`src/thermal_effect_strength_limiter_top_assert.svh`:
```
// Assertion macros for the thermal effect strength limiter.
`ifndef THERMAL_EFFECT_STRENGTH_LIMITER_TOP_ASSERT_SVH
`define THERMAL_EFFECT_STRENGTH_LIMITER_TOP_ASSERT_SVH

// Same-cycle implication: whenever ante holds, cons holds too.
`define TESL_ASSERT_IMP(lbl, clk, rst_n, ante, cons) \
    lbl: assert property (@(posedge clk) disable iff (!rst_n) (ante) |-> (cons)) \
        else $error("limiter assertion failed");

// Next-cycle implication: when ante holds, cons holds on the following clock.
`define TESL_ASSERT_NXT(lbl, clk, rst_n, ante, cons) \
    lbl: assert property (@(posedge clk) disable iff (!rst_n) (ante) |=> (cons)) \
        else $error("limiter assertion failed");

`endif

```
`src/tesl_pkg.sv`:
```
package tesl_pkg;

    // Limiter modes; code 3 is never produced
    typedef enum logic [1:0] {
        MODE_INACTIVE = 2'd0,
        MODE_STANDARD = 2'd1,
        MODE_AUX      = 2'd2
    } mode_t;

    // Configuration register indexes
    localparam int unsigned CFG_IDX_W = 3;
    localparam logic [CFG_IDX_W-1:0] CFG_PHASE_THR = 3'd0;
    localparam logic [CFG_IDX_W-1:0] CFG_DELAY     = 3'd1;
    localparam logic [CFG_IDX_W-1:0] CFG_OFFSET    = 3'd2;
    localparam logic [CFG_IDX_W-1:0] CFG_ENGAGE    = 3'd3;
    localparam logic [CFG_IDX_W-1:0] CFG_RELEASE   = 3'd4;
    localparam logic [CFG_IDX_W-1:0] CFG_LIMIT     = 3'd5;

    localparam int unsigned CFG_DATA_W = 32;

    // Register reset values (Q9.4 for temperatures)
    localparam logic        [3:0]  RST_PHASE_THR = 4'd0;
    localparam logic        [31:0] RST_DELAY     = 32'd0;
    localparam logic signed [6:0]  RST_OFFSET    = 7'sd0;
    localparam logic signed [13:0] RST_ENGAGE    = 14'sd1840;
    localparam logic signed [13:0] RST_RELEASE   = 14'sd1600;
    localparam logic        [7:0]  RST_LIMIT     = 8'd10;

    // Auxiliary release base, whole degrees
    localparam logic [9:0] AUX_BASE_DEG = 10'd115;

    typedef struct packed {
        logic signed [13:0] motor_temp;
        logic               aux_active;
        logic        [3:0]  controller_phase;
        logic        [31:0] deadline_ms;
        logic        [31:0] now_time_ms;
        logic        [7:0]  force_in;
        logic        [7:0]  spring_in;
        logic        [7:0]  damper_in;
    } in_word_t;

    typedef struct packed {
        logic [7:0] force_out;
        logic [7:0] spring_out;
        logic [7:0] damper_out;
        logic       limit_flag;
        logic [1:0] limit_mode;
    } out_word_t;

    typedef struct packed {
        logic        [3:0]  aux_phase_threshold;
        logic        [31:0] aux_delay_ms;
        logic signed [6:0]  aux_release_offset;
        logic signed [13:0] engage_temp;
        logic signed [13:0] release_temp;
        logic        [7:0]  strength_limit;
    } cfg_t;

    typedef struct packed {
        mode_t      mode;
        logic [7:0] saved_force;
        logic [7:0] saved_spring;
        logic [7:0] saved_damper;
        logic       active_flag;
    } lim_state_t;

endpackage

```
`src/tesl_ifs.sv`:
```
// Input tick channel
interface tesl_in_if;
    logic               valid;
    logic               ready;
    tesl_pkg::in_word_t data;

    modport source (output valid, output data, input ready);
    modport sink (input valid, input data, output ready);
endinterface

// Result channel
interface tesl_out_if;
    logic                valid;
    logic                ready;
    tesl_pkg::out_word_t data;

    modport source (output valid, output data, input ready);
    modport sink (input valid, input data, output ready);
endinterface

// Configuration write channel
interface tesl_cfg_if;
    logic                             valid;
    logic                             ready;
    logic [tesl_pkg::CFG_IDX_W-1:0]   index;
    logic [tesl_pkg::CFG_DATA_W-1:0]  data;

    modport source (output valid, output index, output data, input ready);
    modport sink (input valid, input index, input data, output ready);
endinterface

```
`src/thermal_effect_strength_limiter_top.sv`:
```
// Thermal effect strength limiter.
// A tick word is accepted into the input register; its result word is then
// written to the result register behind the decision logic.
// Throughput: one word per cycle unless a low result.ready stalls the output; the only loop is the state register.
// Reset (rst_n, async, active low) clears mode, snapshot and flag and loads
// the register defaults; no clearing pass.
`include "thermal_effect_strength_limiter_top_assert.svh"

module thermal_effect_strength_limiter_top (
    input  logic        clk,
    input  logic        rst_n,
    tesl_in_if.sink     tick,
    tesl_out_if.source  result,
    tesl_cfg_if.sink    cfg
);

    tesl_pkg::cfg_t       cfg_reg;
    tesl_pkg::in_word_t   in_reg;
    logic                 in_valid_reg;
    tesl_pkg::lim_state_t st_reg;
    tesl_pkg::lim_state_t st_next;
    tesl_pkg::out_word_t  out_reg;
    tesl_pkg::out_word_t  out_next;
    logic                 out_valid_reg;
    logic                 adv;
    logic                 st_idle;
    logic                 st_engaged;

    // Configuration writes are always taken
    assign cfg.ready = 1'b1;

    always_ff @(posedge clk or negedge rst_n)
    begin
        if (!rst_n)
        begin
            cfg_reg.aux_phase_threshold <= tesl_pkg::RST_PHASE_THR;
            cfg_reg.aux_delay_ms        <= tesl_pkg::RST_DELAY;
            cfg_reg.aux_release_offset  <= tesl_pkg::RST_OFFSET;
            cfg_reg.engage_temp         <= tesl_pkg::RST_ENGAGE;
            cfg_reg.release_temp        <= tesl_pkg::RST_RELEASE;
            cfg_reg.strength_limit      <= tesl_pkg::RST_LIMIT;
        end
        else if (cfg.valid)
        begin
            unique case (cfg.index)
                tesl_pkg::CFG_PHASE_THR: cfg_reg.aux_phase_threshold <= cfg.data[3:0];
                tesl_pkg::CFG_DELAY:     cfg_reg.aux_delay_ms        <= cfg.data[31:0];
                tesl_pkg::CFG_OFFSET:    cfg_reg.aux_release_offset  <= $signed(cfg.data[6:0]);
                tesl_pkg::CFG_ENGAGE:    cfg_reg.engage_temp         <= $signed(cfg.data[13:0]);
                tesl_pkg::CFG_RELEASE:   cfg_reg.release_temp        <= $signed(cfg.data[13:0]);
                tesl_pkg::CFG_LIMIT:     cfg_reg.strength_limit      <= cfg.data[7:0];
                default:                 ;
            endcase
        end
    end

    // Advance the held tick when the result register is free or being drained
    assign adv        = in_valid_reg && (!out_valid_reg || result.ready);
    assign tick.ready = !in_valid_reg || adv;

    always_ff @(posedge clk or negedge rst_n)
    begin
        if (!rst_n)
        begin
            in_valid_reg <= 1'b0;
        end
        else if (tick.ready)
        begin
            in_valid_reg <= tick.valid;
        end
    end

    always_ff @(posedge clk)
    begin
        if (tick.ready && tick.valid)
        begin
            in_reg <= tick.data;
        end
    end

    tesl_core u_core (
        .cfg     (cfg_reg),
        .st      (st_reg),
        .word    (in_reg),
        .st_next (st_next),
        .res     (out_next)
    );

    // Commit state and result together
    always_ff @(posedge clk or negedge rst_n)
    begin
        if (!rst_n)
        begin
            st_reg.mode         <= tesl_pkg::MODE_INACTIVE;
            st_reg.saved_force  <= 8'd0;
            st_reg.saved_spring <= 8'd0;
            st_reg.saved_damper <= 8'd0;
            st_reg.active_flag  <= 1'b0;
            out_valid_reg       <= 1'b0;
        end
        else
        begin
            if (adv)
            begin
                st_reg <= st_next;
            end
            out_valid_reg <= adv || (out_valid_reg && !result.ready);
        end
    end

    always_ff @(posedge clk)
    begin
        if (adv)
        begin
            out_reg <= out_next;
        end
    end

    assign result.valid = out_valid_reg;
    assign result.data  = out_reg;

    // Decode the committed mode for the checks below
    assign st_idle    = (st_reg.mode == tesl_pkg::MODE_INACTIVE);
    assign st_engaged = (st_reg.mode == tesl_pkg::MODE_STANDARD)
                        || (st_reg.mode == tesl_pkg::MODE_AUX);

    // Held result always reports the committed mode
    `TESL_ASSERT_IMP(a_mode_match, clk, rst_n, out_valid_reg, out_reg.limit_mode == st_reg.mode)
    // An advanced tick always lands in the result register
    `TESL_ASSERT_NXT(a_adv_lands, clk, rst_n, adv, out_valid_reg)
    // Inactive tick clears the flag; engaged tick sets it
    `TESL_ASSERT_NXT(a_flag_rule, clk, rst_n, adv && st_idle, !out_reg.limit_flag)
    `TESL_ASSERT_NXT(a_flag_set, clk, rst_n, adv && st_engaged, out_reg.limit_flag)

endmodule

```
`src/tesl_core.sv`:
```
// Per-tick decision: mode transition, snapshot, clamp and restore.
module tesl_core (
    input  tesl_pkg::cfg_t       cfg,
    input  tesl_pkg::lim_state_t st,
    input  tesl_pkg::in_word_t   word,
    output tesl_pkg::lim_state_t st_next,
    output tesl_pkg::out_word_t  res
);

    logic        [31:0] due;
    logic        [9:0]  aux_deg;
    logic signed [13:0] aux_rel;
    logic signed [13:0] rel;
    logic               aux_go;
    logic               std_go;
    logic               release_hit;
    logic        [7:0]  f_clamp;
    logic        [7:0]  s_clamp;
    logic        [7:0]  d_clamp;

    // Auxiliary engage: phase past threshold and time past deadline plus delay
    assign due    = word.deadline_ms + cfg.aux_delay_ms;
    assign aux_go = (word.controller_phase > cfg.aux_phase_threshold)
                    && (word.now_time_ms > due);
    assign std_go = $signed(word.motor_temp) > $signed(cfg.engage_temp);

    // Auxiliary release temperature in Q9.4: (115 + offset) * 16
    assign aux_deg = {{3{cfg.aux_release_offset[6]}}, cfg.aux_release_offset}
                     + tesl_pkg::AUX_BASE_DEG;
    assign aux_rel = $signed({aux_deg, 4'b0000});
    assign rel     = (st.mode == tesl_pkg::MODE_STANDARD) ? cfg.release_temp : aux_rel;
    assign release_hit = $signed(word.motor_temp) < $signed(rel);

    // Clamp each strength to the ceiling
    assign f_clamp = (word.force_in  > cfg.strength_limit) ? cfg.strength_limit : word.force_in;
    assign s_clamp = (word.spring_in > cfg.strength_limit) ? cfg.strength_limit : word.spring_in;
    assign d_clamp = (word.damper_in > cfg.strength_limit) ? cfg.strength_limit : word.damper_in;

    always_comb
    begin
        st_next        = st;
        res.force_out  = word.force_in;
        res.spring_out = word.spring_in;
        res.damper_out = word.damper_in;
        unique case (st.mode)
            tesl_pkg::MODE_INACTIVE:
            begin
                // Engage and snapshot, strengths pass through
                if (word.aux_active ? aux_go : std_go)
                begin
                    st_next.mode = word.aux_active ? tesl_pkg::MODE_AUX
                                                   : tesl_pkg::MODE_STANDARD;
                    st_next.saved_force  = word.force_in;
                    st_next.saved_spring = word.spring_in;
                    st_next.saved_damper = word.damper_in;
                end
                st_next.active_flag = 1'b0;
            end
            tesl_pkg::MODE_STANDARD, tesl_pkg::MODE_AUX:
            begin
                st_next.active_flag = 1'b1;
                if (release_hit)
                begin
                    // Release: restore the snapshot
                    st_next.mode   = tesl_pkg::MODE_INACTIVE;
                    res.force_out  = st.saved_force;
                    res.spring_out = st.saved_spring;
                    res.damper_out = st.saved_damper;
                end
                else
                begin
                    res.force_out  = f_clamp;
                    res.spring_out = s_clamp;
                    res.damper_out = d_clamp;
                end
            end
            default:
            begin
                // Unused code: drop back to inactive, keep the flag
                st_next.mode = tesl_pkg::MODE_INACTIVE;
            end
        endcase
        res.limit_flag = st_next.active_flag;
        res.limit_mode = st_next.mode;
    end

endmodule
```
`src/flat_wrapper.sv`:
```
// flat-port wrapper written by rule: the top's interface ports become plain ports
module thermal_effect_strength_limiter_top_flat 
  (clk, rst_n, tick_valid, tick_data, tick_ready, result_valid, result_data, result_ready, cfg_valid, cfg_index, cfg_data, cfg_ready);
  tesl_in_if tick_i ();
  tesl_out_if result_i ();
  tesl_cfg_if cfg_i ();
  input  logic clk;
  input  logic rst_n;
  input wire logic [$bits(tick_i.valid)-1:0] tick_valid;
  input wire logic [$bits(tick_i.data)-1:0] tick_data;
  output wire logic [$bits(tick_i.ready)-1:0] tick_ready;
  output wire logic [$bits(result_i.valid)-1:0] result_valid;
  output wire logic [$bits(result_i.data)-1:0] result_data;
  input wire logic [$bits(result_i.ready)-1:0] result_ready;
  input wire logic [$bits(cfg_i.valid)-1:0] cfg_valid;
  input wire logic [$bits(cfg_i.index)-1:0] cfg_index;
  input wire logic [$bits(cfg_i.data)-1:0] cfg_data;
  output wire logic [$bits(cfg_i.ready)-1:0] cfg_ready;
  assign tick_i.valid = tick_valid;
  assign tick_i.data = tick_data;
  assign tick_ready = tick_i.ready;
  assign result_valid = result_i.valid;
  assign result_data = result_i.data;
  assign result_i.ready = result_ready;
  assign cfg_i.valid = cfg_valid;
  assign cfg_i.index = cfg_index;
  assign cfg_i.data = cfg_data;
  assign cfg_ready = cfg_i.ready;
  thermal_effect_strength_limiter_top u_core (.clk(clk), .rst_n(rst_n), .tick(tick_i), .result(result_i), .cfg(cfg_i));
endmodule
```
`config.mk`:
```
export PLATFORM = sky130hd
export DESIGN_NAME = thermal_effect_strength_limiter_top_flat
export DESIGN_NICKNAME = d
export VERILOG_FILES = /design/src/tesl_pkg.sv /design/src/tesl_ifs.sv /design/src/thermal_effect_strength_limiter_top.sv /design/src/tesl_core.sv /design/src/flat_wrapper.sv
export VERILOG_INCLUDE_DIRS = /design/src /design/src/src
export SDC_FILE = /design/constraint.sdc
export NUM_CORES = 1
export LEC_CHECK = 0
export BUFFER_PORTS_ARGS = -buffer_cell sky130_fd_sc_hd__buf_4
export CAP_MARGIN = 10
export CORE_MARGIN = 4
export CORE_UTILIZATION = 50
export CTS_BUF_LIST = sky130_fd_sc_hd__clkbuf_2
export CTS_CLUSTER_DIAMETER = 60
export CTS_CLUSTER_SIZE = 24
export DETAILED_ROUTE_END_ITERATION = 10
export GPL_TIMING_DRIVEN = 0
export PLACE_DENSITY = 0.72
export SYNTH_ARGS = -nofsm -noshare
export SYNTH_HDL_FRONTEND = slang
export SYNTH_SLANG_ARGS = --single-unit
```
`constraint.sdc`:
```
create_clock -name clk -period 11.7 [get_ports clk]
set_clock_uncertainty 0.05 [all_clocks]
set_input_delay 0.585 -clock clk [delete_from_list [all_inputs] [get_ports clk]]
set_output_delay 0.585 -clock clk [all_outputs]
set_load 0.02 [all_outputs]
```
==> results of run 1 <==
[per-layer routing]
| metal | share of wire | vias up |
|---|---|---|
| li1 | - | 4460 |
| met1 | 0.43 | 4383 |
| met2 | 0.49 | 250 |
| met3 | 0.051 | 50 |
| met4 | 0.026 | 0 |
| met5 | 0 | - |
[worst max-delay path: cells and delay by family, from the launching register on]
kind / cells / cell delay [ns]
buffers and inverters: 2 / 0.34
and+or+nand+nor: 2 / 0.64
AOI/OAI and AO/OA: 12 / 2.88
DFF: 1 / 0.44
xor gates and xnor gates: 1 / 0.14
adders and majority gates: 2 / 0.72
muxes: 1 / 0.31
[synthesized netlist by cell type, types with 3 or more instances]
master	instances	area (um2)
xnor2_1	15	131
a32oi_1	8	70.1
dfrtp_1	98	2450
o21a_1	14	105
and3_1	6	37.5
o221ai_1	18	158
edfxtp_1	134	4020
nand4_1	15	93.8
dfstp_2	10	263
and2_1	4	25.0
o211ai_1	5	37.5
or4_1	3	22.5
a311oi_1	5	43.8
a31oi_1	5	31.3
a21o_1	35	263
inv_1	81	304
mux2_2	77	867
clkbuf_1	14	52.6
nor3_1	11	55.1
xor2_1	13	114
o21ai_0	42	210
o22ai_1	3	18.8
mux2_4	20	300
nand2b_1	12	75.1
nor2b_1	9	56.3
a211oi_1	3	22.5
a21oi_1	58	290
nand3_1	19	95.1
ha_1	122	1530
a211o_1	5	43.8
o21bai_1	6	45.0
a2111oi_0	3	26.3
nand2_1	61	229
nor2_1	29	109
[power breakdown]
group	switching [mW]	internal [mW]	total, mW
Combinational	0.592	0.528	1.12
Sequential	0.0951	1.10	1.19
Clock	0.304	0.0986	0.403
[area by class of cell]
cell class,count,area [um2]
Fill cell,1854,8420
Sequential cell,242,6740
Multi-Input combinational cell,664,5430
Timing Repair Buffer,324,2850
Tap cell,324,405
Inverter,81,304
Clock inverter,14,161
Buffer,20,114
Clock buffer,22,110
Antenna cell,4,10.0
[cells by family (layout without fill, tap and decap cells)]
family,Yosys count,count (layout),share of synthesized area
AO/OA/AOI/OAI,230,230,0.123
XOR/XNOR,28,28,0.0195
adder cells (fa/ha/maj),123,123,0.123
buffers and inverters,101,461,0.0332
flip-flops,242,242,0.536
multiplexers,99,99,0.0944
other,1,5,0.000298
AND/OR/NAND/NOR,183,183,0.0716
[worst paths after layout]
| kind | cells past startpoint | slack, ns | endpoint | startpoint |
|---|---|---|---|---|
| max | 20 | 6.15 | u_core.st_reg[6] | u_core.in_reg[64] |
| min | 4 | 0.20 | u_core.cfg_reg[77] | cfg_index[2] |
| max reg2reg | 20 | 6.15 | u_core.st_reg[6] | u_core.in_reg[64] |
| min reg2reg | 1 | 0.43 | u_core.result.valid | u_core.in_valid_reg |
| max in group asynchronous | 4 | 9.65 | u_core.st_reg[9] | rst_n |
| min in group asynchronous | 3 | 0.58 | u_core.cfg_reg[68] | rst_n |
[per-stage QoR]
step                      std cells  power (mW)  cell area [um2]
after floorplan                1007        1.96            12600
after global placement         1505        2.25            14300
after detailed placement       1507        2.28            14400
after CTS                      1691        2.73            16100
after global routing           1695        2.92            16100
final                          1695        2.72            16100
[timing repair]
action | 4_1_cts | 5_1_grt
endpoints found under the hold margin | 286 | 0
resized for setup | 0 | 0
hold buffers | 148 | 0
==> reports/metrics.csv, run 1 <==
metric;value;unit
startpoint types;register;
fin util;0.657;
Sinks on Clock Net;242;
crit path cell chain;ha_1 -> a21oi_1 -> a21oi_1 -> a2111oi_0 -> a21oi_1 -> a2bb2oi_1 -> a31oi_1 -> a221oi_1 -> xor2_1 -> ha_1 -> nand4_1 -> nor4_1 -> a31oi_1 -> o21ai_0 -> a31oi_1 -> a21oi_1 -> a211o_1 -> buf_6 -> buf_8 -> mux2_4;
Root Buffer;clkbuf_2;
Slowest-stage cell, CP;nor4_1;
Slew Viols, Final;0;
synthesized area;12600;um2
Top Ports;177;
height of the die;167;um
Data arrival, critical path;6.29;ns
post-synthesis async set-or-reset flop share;0.446;
fin crit share;0.475;
largest net degree at the start of global routing;85;
Post-Syn Instances;1007;
met1 Use GR;0.281;
H-tree depth;1;
# nets final;1623;
post-synthesis cell type count;66;
IO buf count;174;
fraction of layout instances using a drive strength above 1;0.240;
Congestion Overflow GR;0;
CP Class;register to register;
commonest cells after routing, fill and taps aside;buf_4 (174), dlygate4sd3_1 (148), edfxtp_1 (134), ha_1 (122), dfrtp_1 (98);
CP Capture Type;register;
final hold viol count;0;
RSZ-0062 raised after global routing;no;
core footprint;24500;um2
vias in the first global route;9310;
starting DRC count in detailed routing;491;
vias;9143;
Critical Path Most Common Cell;a21oi_1;
die area;27800;um2
gr usage total;0.212;
pre-CTS setup slack;6.20;ns
Num CTS Buffers;20;
Max IR drop VDD;0.000106;V
GPL Wtd Cong;0.921;
Hold Crit Class;input port to register;
initial antenna violation count;4;
sequential fraction of the synthesis area;0.536;
final hold slack;0.199;ns
# Post-CTS Setup Buffers;0;
Layout area overhead;28.1;%
Max Root-Sink Buffers;3;
Avg Cell Area, Syn;12.5;um2
commonest non-fill, non-tap cell in the layout;buf_4;
Clk pin slew, worst setup/hold paths;0.32;ns
Syn Nets;1277;
worst path required time;12.44;ns
DRC violations left;0;
f_max;180;MHz
Worst-Margin Slew;1.18;ns
power per cell area;169;nW/um2
Critical Path Max Stage Delay;0.47;ns
clk_lat worst skew;0.84;ns
CTS tree;built;
final wirelength;30000;um
TritonRoute pass-1 iters;5;
commonest register cell after synthesis;edfxtp_1;
Max FO, Critical Path;10;
fin crit period;5.55;ns
Yosys warning count;0;
# setup viols final;0;
Post-DP HPWL;21100;um
chip width;167;um
Max Cap Viol;0;
Routed wire per std cell;17.7;um
busiest grt layer;met2;
Rel. slew slack;0.211;
Pleak;7.12;nW
Largest register FFs;107;
post-DR vias/cell;5.39;
GR Util met2;0.365;
Routed Antenna Nets;0;
flop and latch count out of synthesis;242;
# rows;57;
sum of negative setup slack;0;ns
Starting Density;0.513;
met3 Use GR;0.0296;
first-pass GRT wire length;48000;um
status;completed;
Post-synth EDFFs;134;
post-route worst setup slack;6.15;ns
No activity file was read; power rests on OpenSTA's default activity.
==> run 2: changes to the inputs <==
PLACE_DENSITY = 0.75   (was 0.72)
clock period = 4.8 ns   (was 11.7 ns; I/O delays follow)
==> reports/metrics.csv, run 2 (synthesis gave the netlist of run 1 again) <==
metric;value;unit
Max FO, Critical Path;8;
DRC violations left;0;
vias in the first global route;10700;
design area;18000;um2
violated checks;negative setup slack;
Data arrival, critical path;5.76;ns
clk_lat worst skew;0.95;ns
Worst-Margin Slew;1.09;ns
f_max;199;MHz
first-pass GRT wire length;56500;um
Sinks on Clock Net;242;
commonest cells after routing, fill and taps aside;dlygate4sd3_1 (275), buf_4 (185), edfxtp_1 (134), ha_1 (111), dfrtp_1 (98);
IO buf count;174;
Reg-to-Reg End;u_core.st_reg[10];
worst path required time;5.55;ns
H-tree depth;1;
# setup viols final;23;
fin crit share;1.05;
Placed Area;14400;um2
register-to-register setup slack;-0.22;ns
Max Cap Viol;0;
GPL Wtd Cong;0.881;
# rows;57;
commonest non-fill, non-tap cell in the layout;dlygate4sd3_1;
Clk pin slew, worst setup/hold paths;0.42;ns
starting DRC count in detailed routing;817;
Max Root-Sink Buffers;3;
fillers;1543;
Slew Viols, Final;0;
Num CTS Buffers;21;
CP Capture Type;register;
Max IR drop VDD;0.000297;V
core footprint;24500;um2
largest net degree at the start of global routing;93;
RSZ-0062 raised after global routing;yes;
final std cells w/o fill;1837;
Critical Path Max Stage Delay;0.48;ns
cell family with most CP delay;compound AO/OA/AOI/OAI gates;
CP Depth;19;
Hold Crit Class;input port to register;
initial antenna violation count;3;
fin crit period;5.02;ns
post-route worst setup slack;-0.217;ns
Largest register FFs;107;
Rel. slew slack;0.273;
height of the die;167;um
CTS tree;built;
gr usage total;0.249;
Routed wire per std cell;20.6;um
Starting Density;0.513;
Pleak;7.85;nW
fin util;0.733;
Crit path buffers/inverters;2;
CP Class;register to register;
power per cell area;407;nW/um2
Congestion Overflow GR;0;
final wirelength;37900;um
post-DR vias/cell;5.68;
Worst R2R Start;u_core.cfg_reg[46];
Top Ports;177;
Root Buffer;clkbuf_2;
Post-DP HPWL;21200;um
Layout area overhead;42.9;%
TritonRoute pass-1 iters;5;
final hold viol count;0;
status;finished with violations;
chip width;167;um
R2R cell count;19;
Routed Antenna Nets;0;
placed cells;1507;
Hold Crit Start;cfg_data[4];
crit path from;u_core.cfg_reg[46];
Slowest-stage cell, CP;dfrtp_1;
crit path cell chain;ha_1 -> o211ai_1 -> a21oi_4 -> nor2_1 -> o211ai_1 -> a21o_1 -> a21o_1 -> a21oi_1 -> xnor2_1 -> ha_1 -> nand4_1 -> nor3_2 -> o21ai_0 -> o211ai_1 -> a21oi_2 -> a211o_1 -> buf_6 -> clkbuf_16 -> mux2_4;
# nets final;1765;
end of the critical path;u_core.st_reg[10];
vias;10400;
die area;27800;um2
Critical Path Most Common Cell;o211ai_1;
fraction of layout instances using a drive strength above 1;0.255;
startpoint types;register;
## run 2: what timing repair did
action / in CTS / in global routing
endpoints found under the setup margin: 28 / 26
pin swaps: 11 / 20
gates cloned: 0 / 2
hold endpoints to repair: 307 / 10
gates resized for setup: 29 / 40
hold buffers: 269 / 6
setup buffers: 4 / 8
## run 2: how the worst min path moves through the flow
stage | cells past startpoint | end | slack [ns]
after floorplan | 0 | u_core.cfg_reg[0] | -0.11
after global placement | 1 | u_core.in_reg[23] | 0.37
after detailed placement | 1 | u_core.cfg_reg[59] | 0.04
after CTS | 2 | u_core.in_reg[89] | 0.002
after global routing | 3 | u_core.cfg_reg[65] | -0.002
final | 3 | u_core.cfg_reg[26] | 0.06
## run 2: power by group
part | internal [mW] | switching, mW | leakage, nW
Combinational | 1.49 | 1.70 | 5.07
Clock | 0.361 | 0.833 | 0.201
Sequential | 2.68 | 0.253 | 2.57
## run 2: worst min-delay path: cells and delay by family
kind,cells,cell delay (ns)
buf+inv,2,0.68
mux,1,0.16
## run 2: area by class of cell
class / instances / area, um2 / share of cell area
diodes: 4 / 10.0 / 0.000557
plain buffers: 20 / 119 / 0.00661
inverters: 81 / 304 / 0.0169
well taps: 324 / 405 / 0.0225
multi-input cells: 664 / 5790 / 0.322
repair buffers: 465 / 4260 / 0.237
clock inverters: 16 / 249 / 0.0138
flip-flops and latches: 242 / 6740 / 0.375
clock buffers: 21 / 105 / 0.00584
## run 2: layer usage
metal	vias to the layer above	routed length (um)	global-route usage
met5	-	0	0
met4	0	1680	0.0886
met3	129	2370	0.0379
met2	466	19500	0.445
met1	5093	14300	0.309
li1	4753	-	-
## run 2: stage by stage
stage | setup TNS, ns | total power, mW | worst slack (ns) | hold slack, ns
after detailed placement | -16.54 | 5.57 | -0.706 | 0.0416
final | -3.67 | 7.32 | -0.217 | 0.0598
after global placement | -13.69 | 5.48 | -0.602 | 0.369
after global routing | -5.58 | 7.74 | -0.287 | -0.00181
after floorplan | 0 | 4.77 | 0.314 | -0.106
after CTS | 0 | 6.99 | 0.0232 | 0.00217
==> run 3: changes to the inputs <==
CELL_PAD_IN_SITES_DETAIL_PLACEMENT = 1   (was unset)
CELL_PAD_IN_SITES_GLOBAL_PLACEMENT = 1   (was unset)
CORE_UTILIZATION = 44   (was 50)
PLACE_DENSITY = 0.8   (was 0.75)
==> reports/metrics.csv, run 3 (synthesis gave the netlist of run 1 again) <==
metric;value;unit
# rows;61;
Max IR drop VDD;0.000276;V
Hold Crit Start;cfg_data[5];
Routed wire per std cell;26.1;um
vias in the first global route;12400;
end of the critical path;u_core.st_reg[14];
power per cell area;421;nW/um2
H-tree depth;1;
CTS tree;built;
DRC violations left;0;
placed cells;1561;
die area;31400;um2
CP Capture Type;register;
crit path from;u_core.in_reg[64];
Num CTS Buffers;25;
Top Ports;177;
Post-DP HPWL;24600;um
Congestion Overflow GR;0;
final std cells w/o fill;1931;
# nets final;1800;
met1 Use GR;0.328;
starting DRC count in detailed routing;830;
busiest grt layer;met2;
Clk pin slew, worst setup/hold paths;0.39;ns
fin crit share;1.09;
clock share of power;0.157;
Routed Antenna Nets;0;
GPL Wtd Cong;0.856;
commonest non-fill, non-tap cell in the layout;dlygate4sd3_1;
Rel. slew slack;0.150;
initial antenna violation count;4;
Slowest-stage cell, CP;edfxtp_1;
startpoint types;register;
post-DR vias/cell;5.76;
Largest register FFs;107;
chip width;177;um
first-pass GRT wire length;71700;um
f_max;192;MHz
cell family with most CP delay;compound AO/OA/AOI/OAI gates;
Max FO, Critical Path;7;
Crit path buffers/inverters;3;
violated checks;negative setup slack;
GR Util met2;0.561;
Max Cap Viol;0;
height of the die;177;um
status;finished with violations;
pre-CTS setup slack;-0.806;ns
sequential power share;0.385;
IO buf count;174;
Root Buffer;clkbuf_2;
fillers;2784;
vias;11100;
met3 Use GR;0.0455;
crit path cell chain;ha_4 -> and2_1 -> o21bai_1 -> o311ai_2 -> a21oi_2 -> o21ai_4 -> buf_4 -> a21oi_1 -> nor2_2 -> a311oi_2 -> ha_1 -> nand4_1 -> or3_1 -> o32a_1 -> a31oi_4 -> a21oi_4 -> a211o_1 -> buf_6 -> buf_12 -> mux2_4;
final wirelength;50400;um
worst path required time;5.57;ns
CP Class;register to register;
CP Depth;20;
Critical Path Max Stage Delay;0.58;ns
commonest cells after routing, fill and taps aside;dlygate4sd3_1 (294), buf_4 (197), edfxtp_1 (134), ha_1 (108), dfrtp_1 (96);
Starting Density;0.449;
Slew Viols, Final;0;
Sinks on Clock Net;242;
Pleak;7.98;nW
combinational share of power;0.458;
# setup viols final;27;
Layout area overhead;46.2;%
switch share;0.412;
core footprint;28000;um2
Max Root-Sink Buffers;3;
R2R cell count;20;
register-to-register setup slack;-0.42;ns
sum of negative setup slack;-9.12;ns
Reg-to-Reg End;u_core.st_reg[14];
final hold viol count;0;
TritonRoute pass-1 iters;7;
Int Power;4.56;mW
RSZ-0062 raised after global routing;yes;
post-route worst setup slack;-0.419;ns
clk_lat worst skew;1.00;ns
Worst R2R Start;u_core.in_reg[64];
Worst-Margin Slew;1.27;ns
NetSw;3.19;mW
Hold Crit Class;input port to register;
Data arrival, critical path;5.99;ns
largest net degree at the start of global routing;87;
fraction of layout instances using a drive strength above 1;0.269;
fin crit period;5.22;ns
gr usage total;0.297;
==> run 3: layer usage <==
metal  vias to the layer above  wire (um)
li1                       4810          -
met1                      5591      18000
met2                       511      26800
met3                       202       2700
met4                         0       2870
met5                         -          0
==> run 3: worst min path at each step <==
stage / end / slack, ns / cells past startpoint
after detailed placement: u_core.cfg_reg[57] / 0.08 / 1
after CTS: u_core.cfg_reg[29] / 0.0008 / 3
after global placement: u_core.in_reg[9] / 0.37 / 1
after floorplan: u_core.cfg_reg[0] / -0.11 / 0
final: u_core.cfg_reg[5] / 0.1 / 3
after global routing: u_core.cfg_reg[5] / 0.02 / 3
==> run 3: layout make-up <==
class,instances,area [um2],share of cell area
plain buffers,20,120,0.00653
well taps,378,473,0.0257
repair buffers,496,4540,0.247
diodes,4,10.0,0.000544
inverters,81,304,0.0165
flip-flops and latches,242,6740,0.366
clock buffers,27,135,0.00735
multi-input cells,664,5870,0.319
clock inverters,19,206,0.0112
==> run 3: timing repair <==
action	CTS	global route
resized for setup	35	48
hold buffers	294	1
setup buffers	6	18
cloned	0	1
pin swaps	15	23
endpoints found under the setup margin	28	40
endpoints found under the hold margin	359	1
==> run 3: worst register-to-register path: stages, from the launching register on <==
cell,delay (ns)
edfxtp_1,0.58
ha_4,0.33
and2_1,0.20
o21bai_1,0.18
o311ai_2,0.15
a21oi_2,0.35
o21ai_4,0.14
buf_4,0.18
a21oi_1,0.23
nor2_2,0.09
a311oi_2,0.32
ha_1,0.23
nand4_1,0.21
or3_1,0.41
o32a_1,0.20
a31oi_4,0.21
a21oi_4,0.07
a211o_1,0.33
buf_6,0.15
buf_12,0.14
mux2_4,0.30
==> run 3: stage by stage <==
step / hold WS [ns] / utilization / area (um2) / power [mW]
5_1_grt: 0.0155 / 0.657 / 18400 / 8.11
3_3_place_gp: 0.368 / 0.513 / 14400 / 5.52
2_1_floorplan: -0.106 / - / 12600 / 4.77
4_1_cts: 0.000839 / 0.642 / 18000 / 7.12
3_5_place_dp: 0.0755 / 0.515 / 14400 / 5.68
6_report: 0.0958 / 0.657 / 18400 / 7.75
==> run 3: power groups by stage <==
stage                     registers [mW]  logic [mW]  clock network, mW
final                               2.98        3.55               1.21
after global routing                3.01        3.78               1.32
after CTS                           2.93        3.02               1.17
after detailed placement            2.96        2.72                  0
after global placement              2.95        2.58                  0
after floorplan                     2.98        1.79                  0
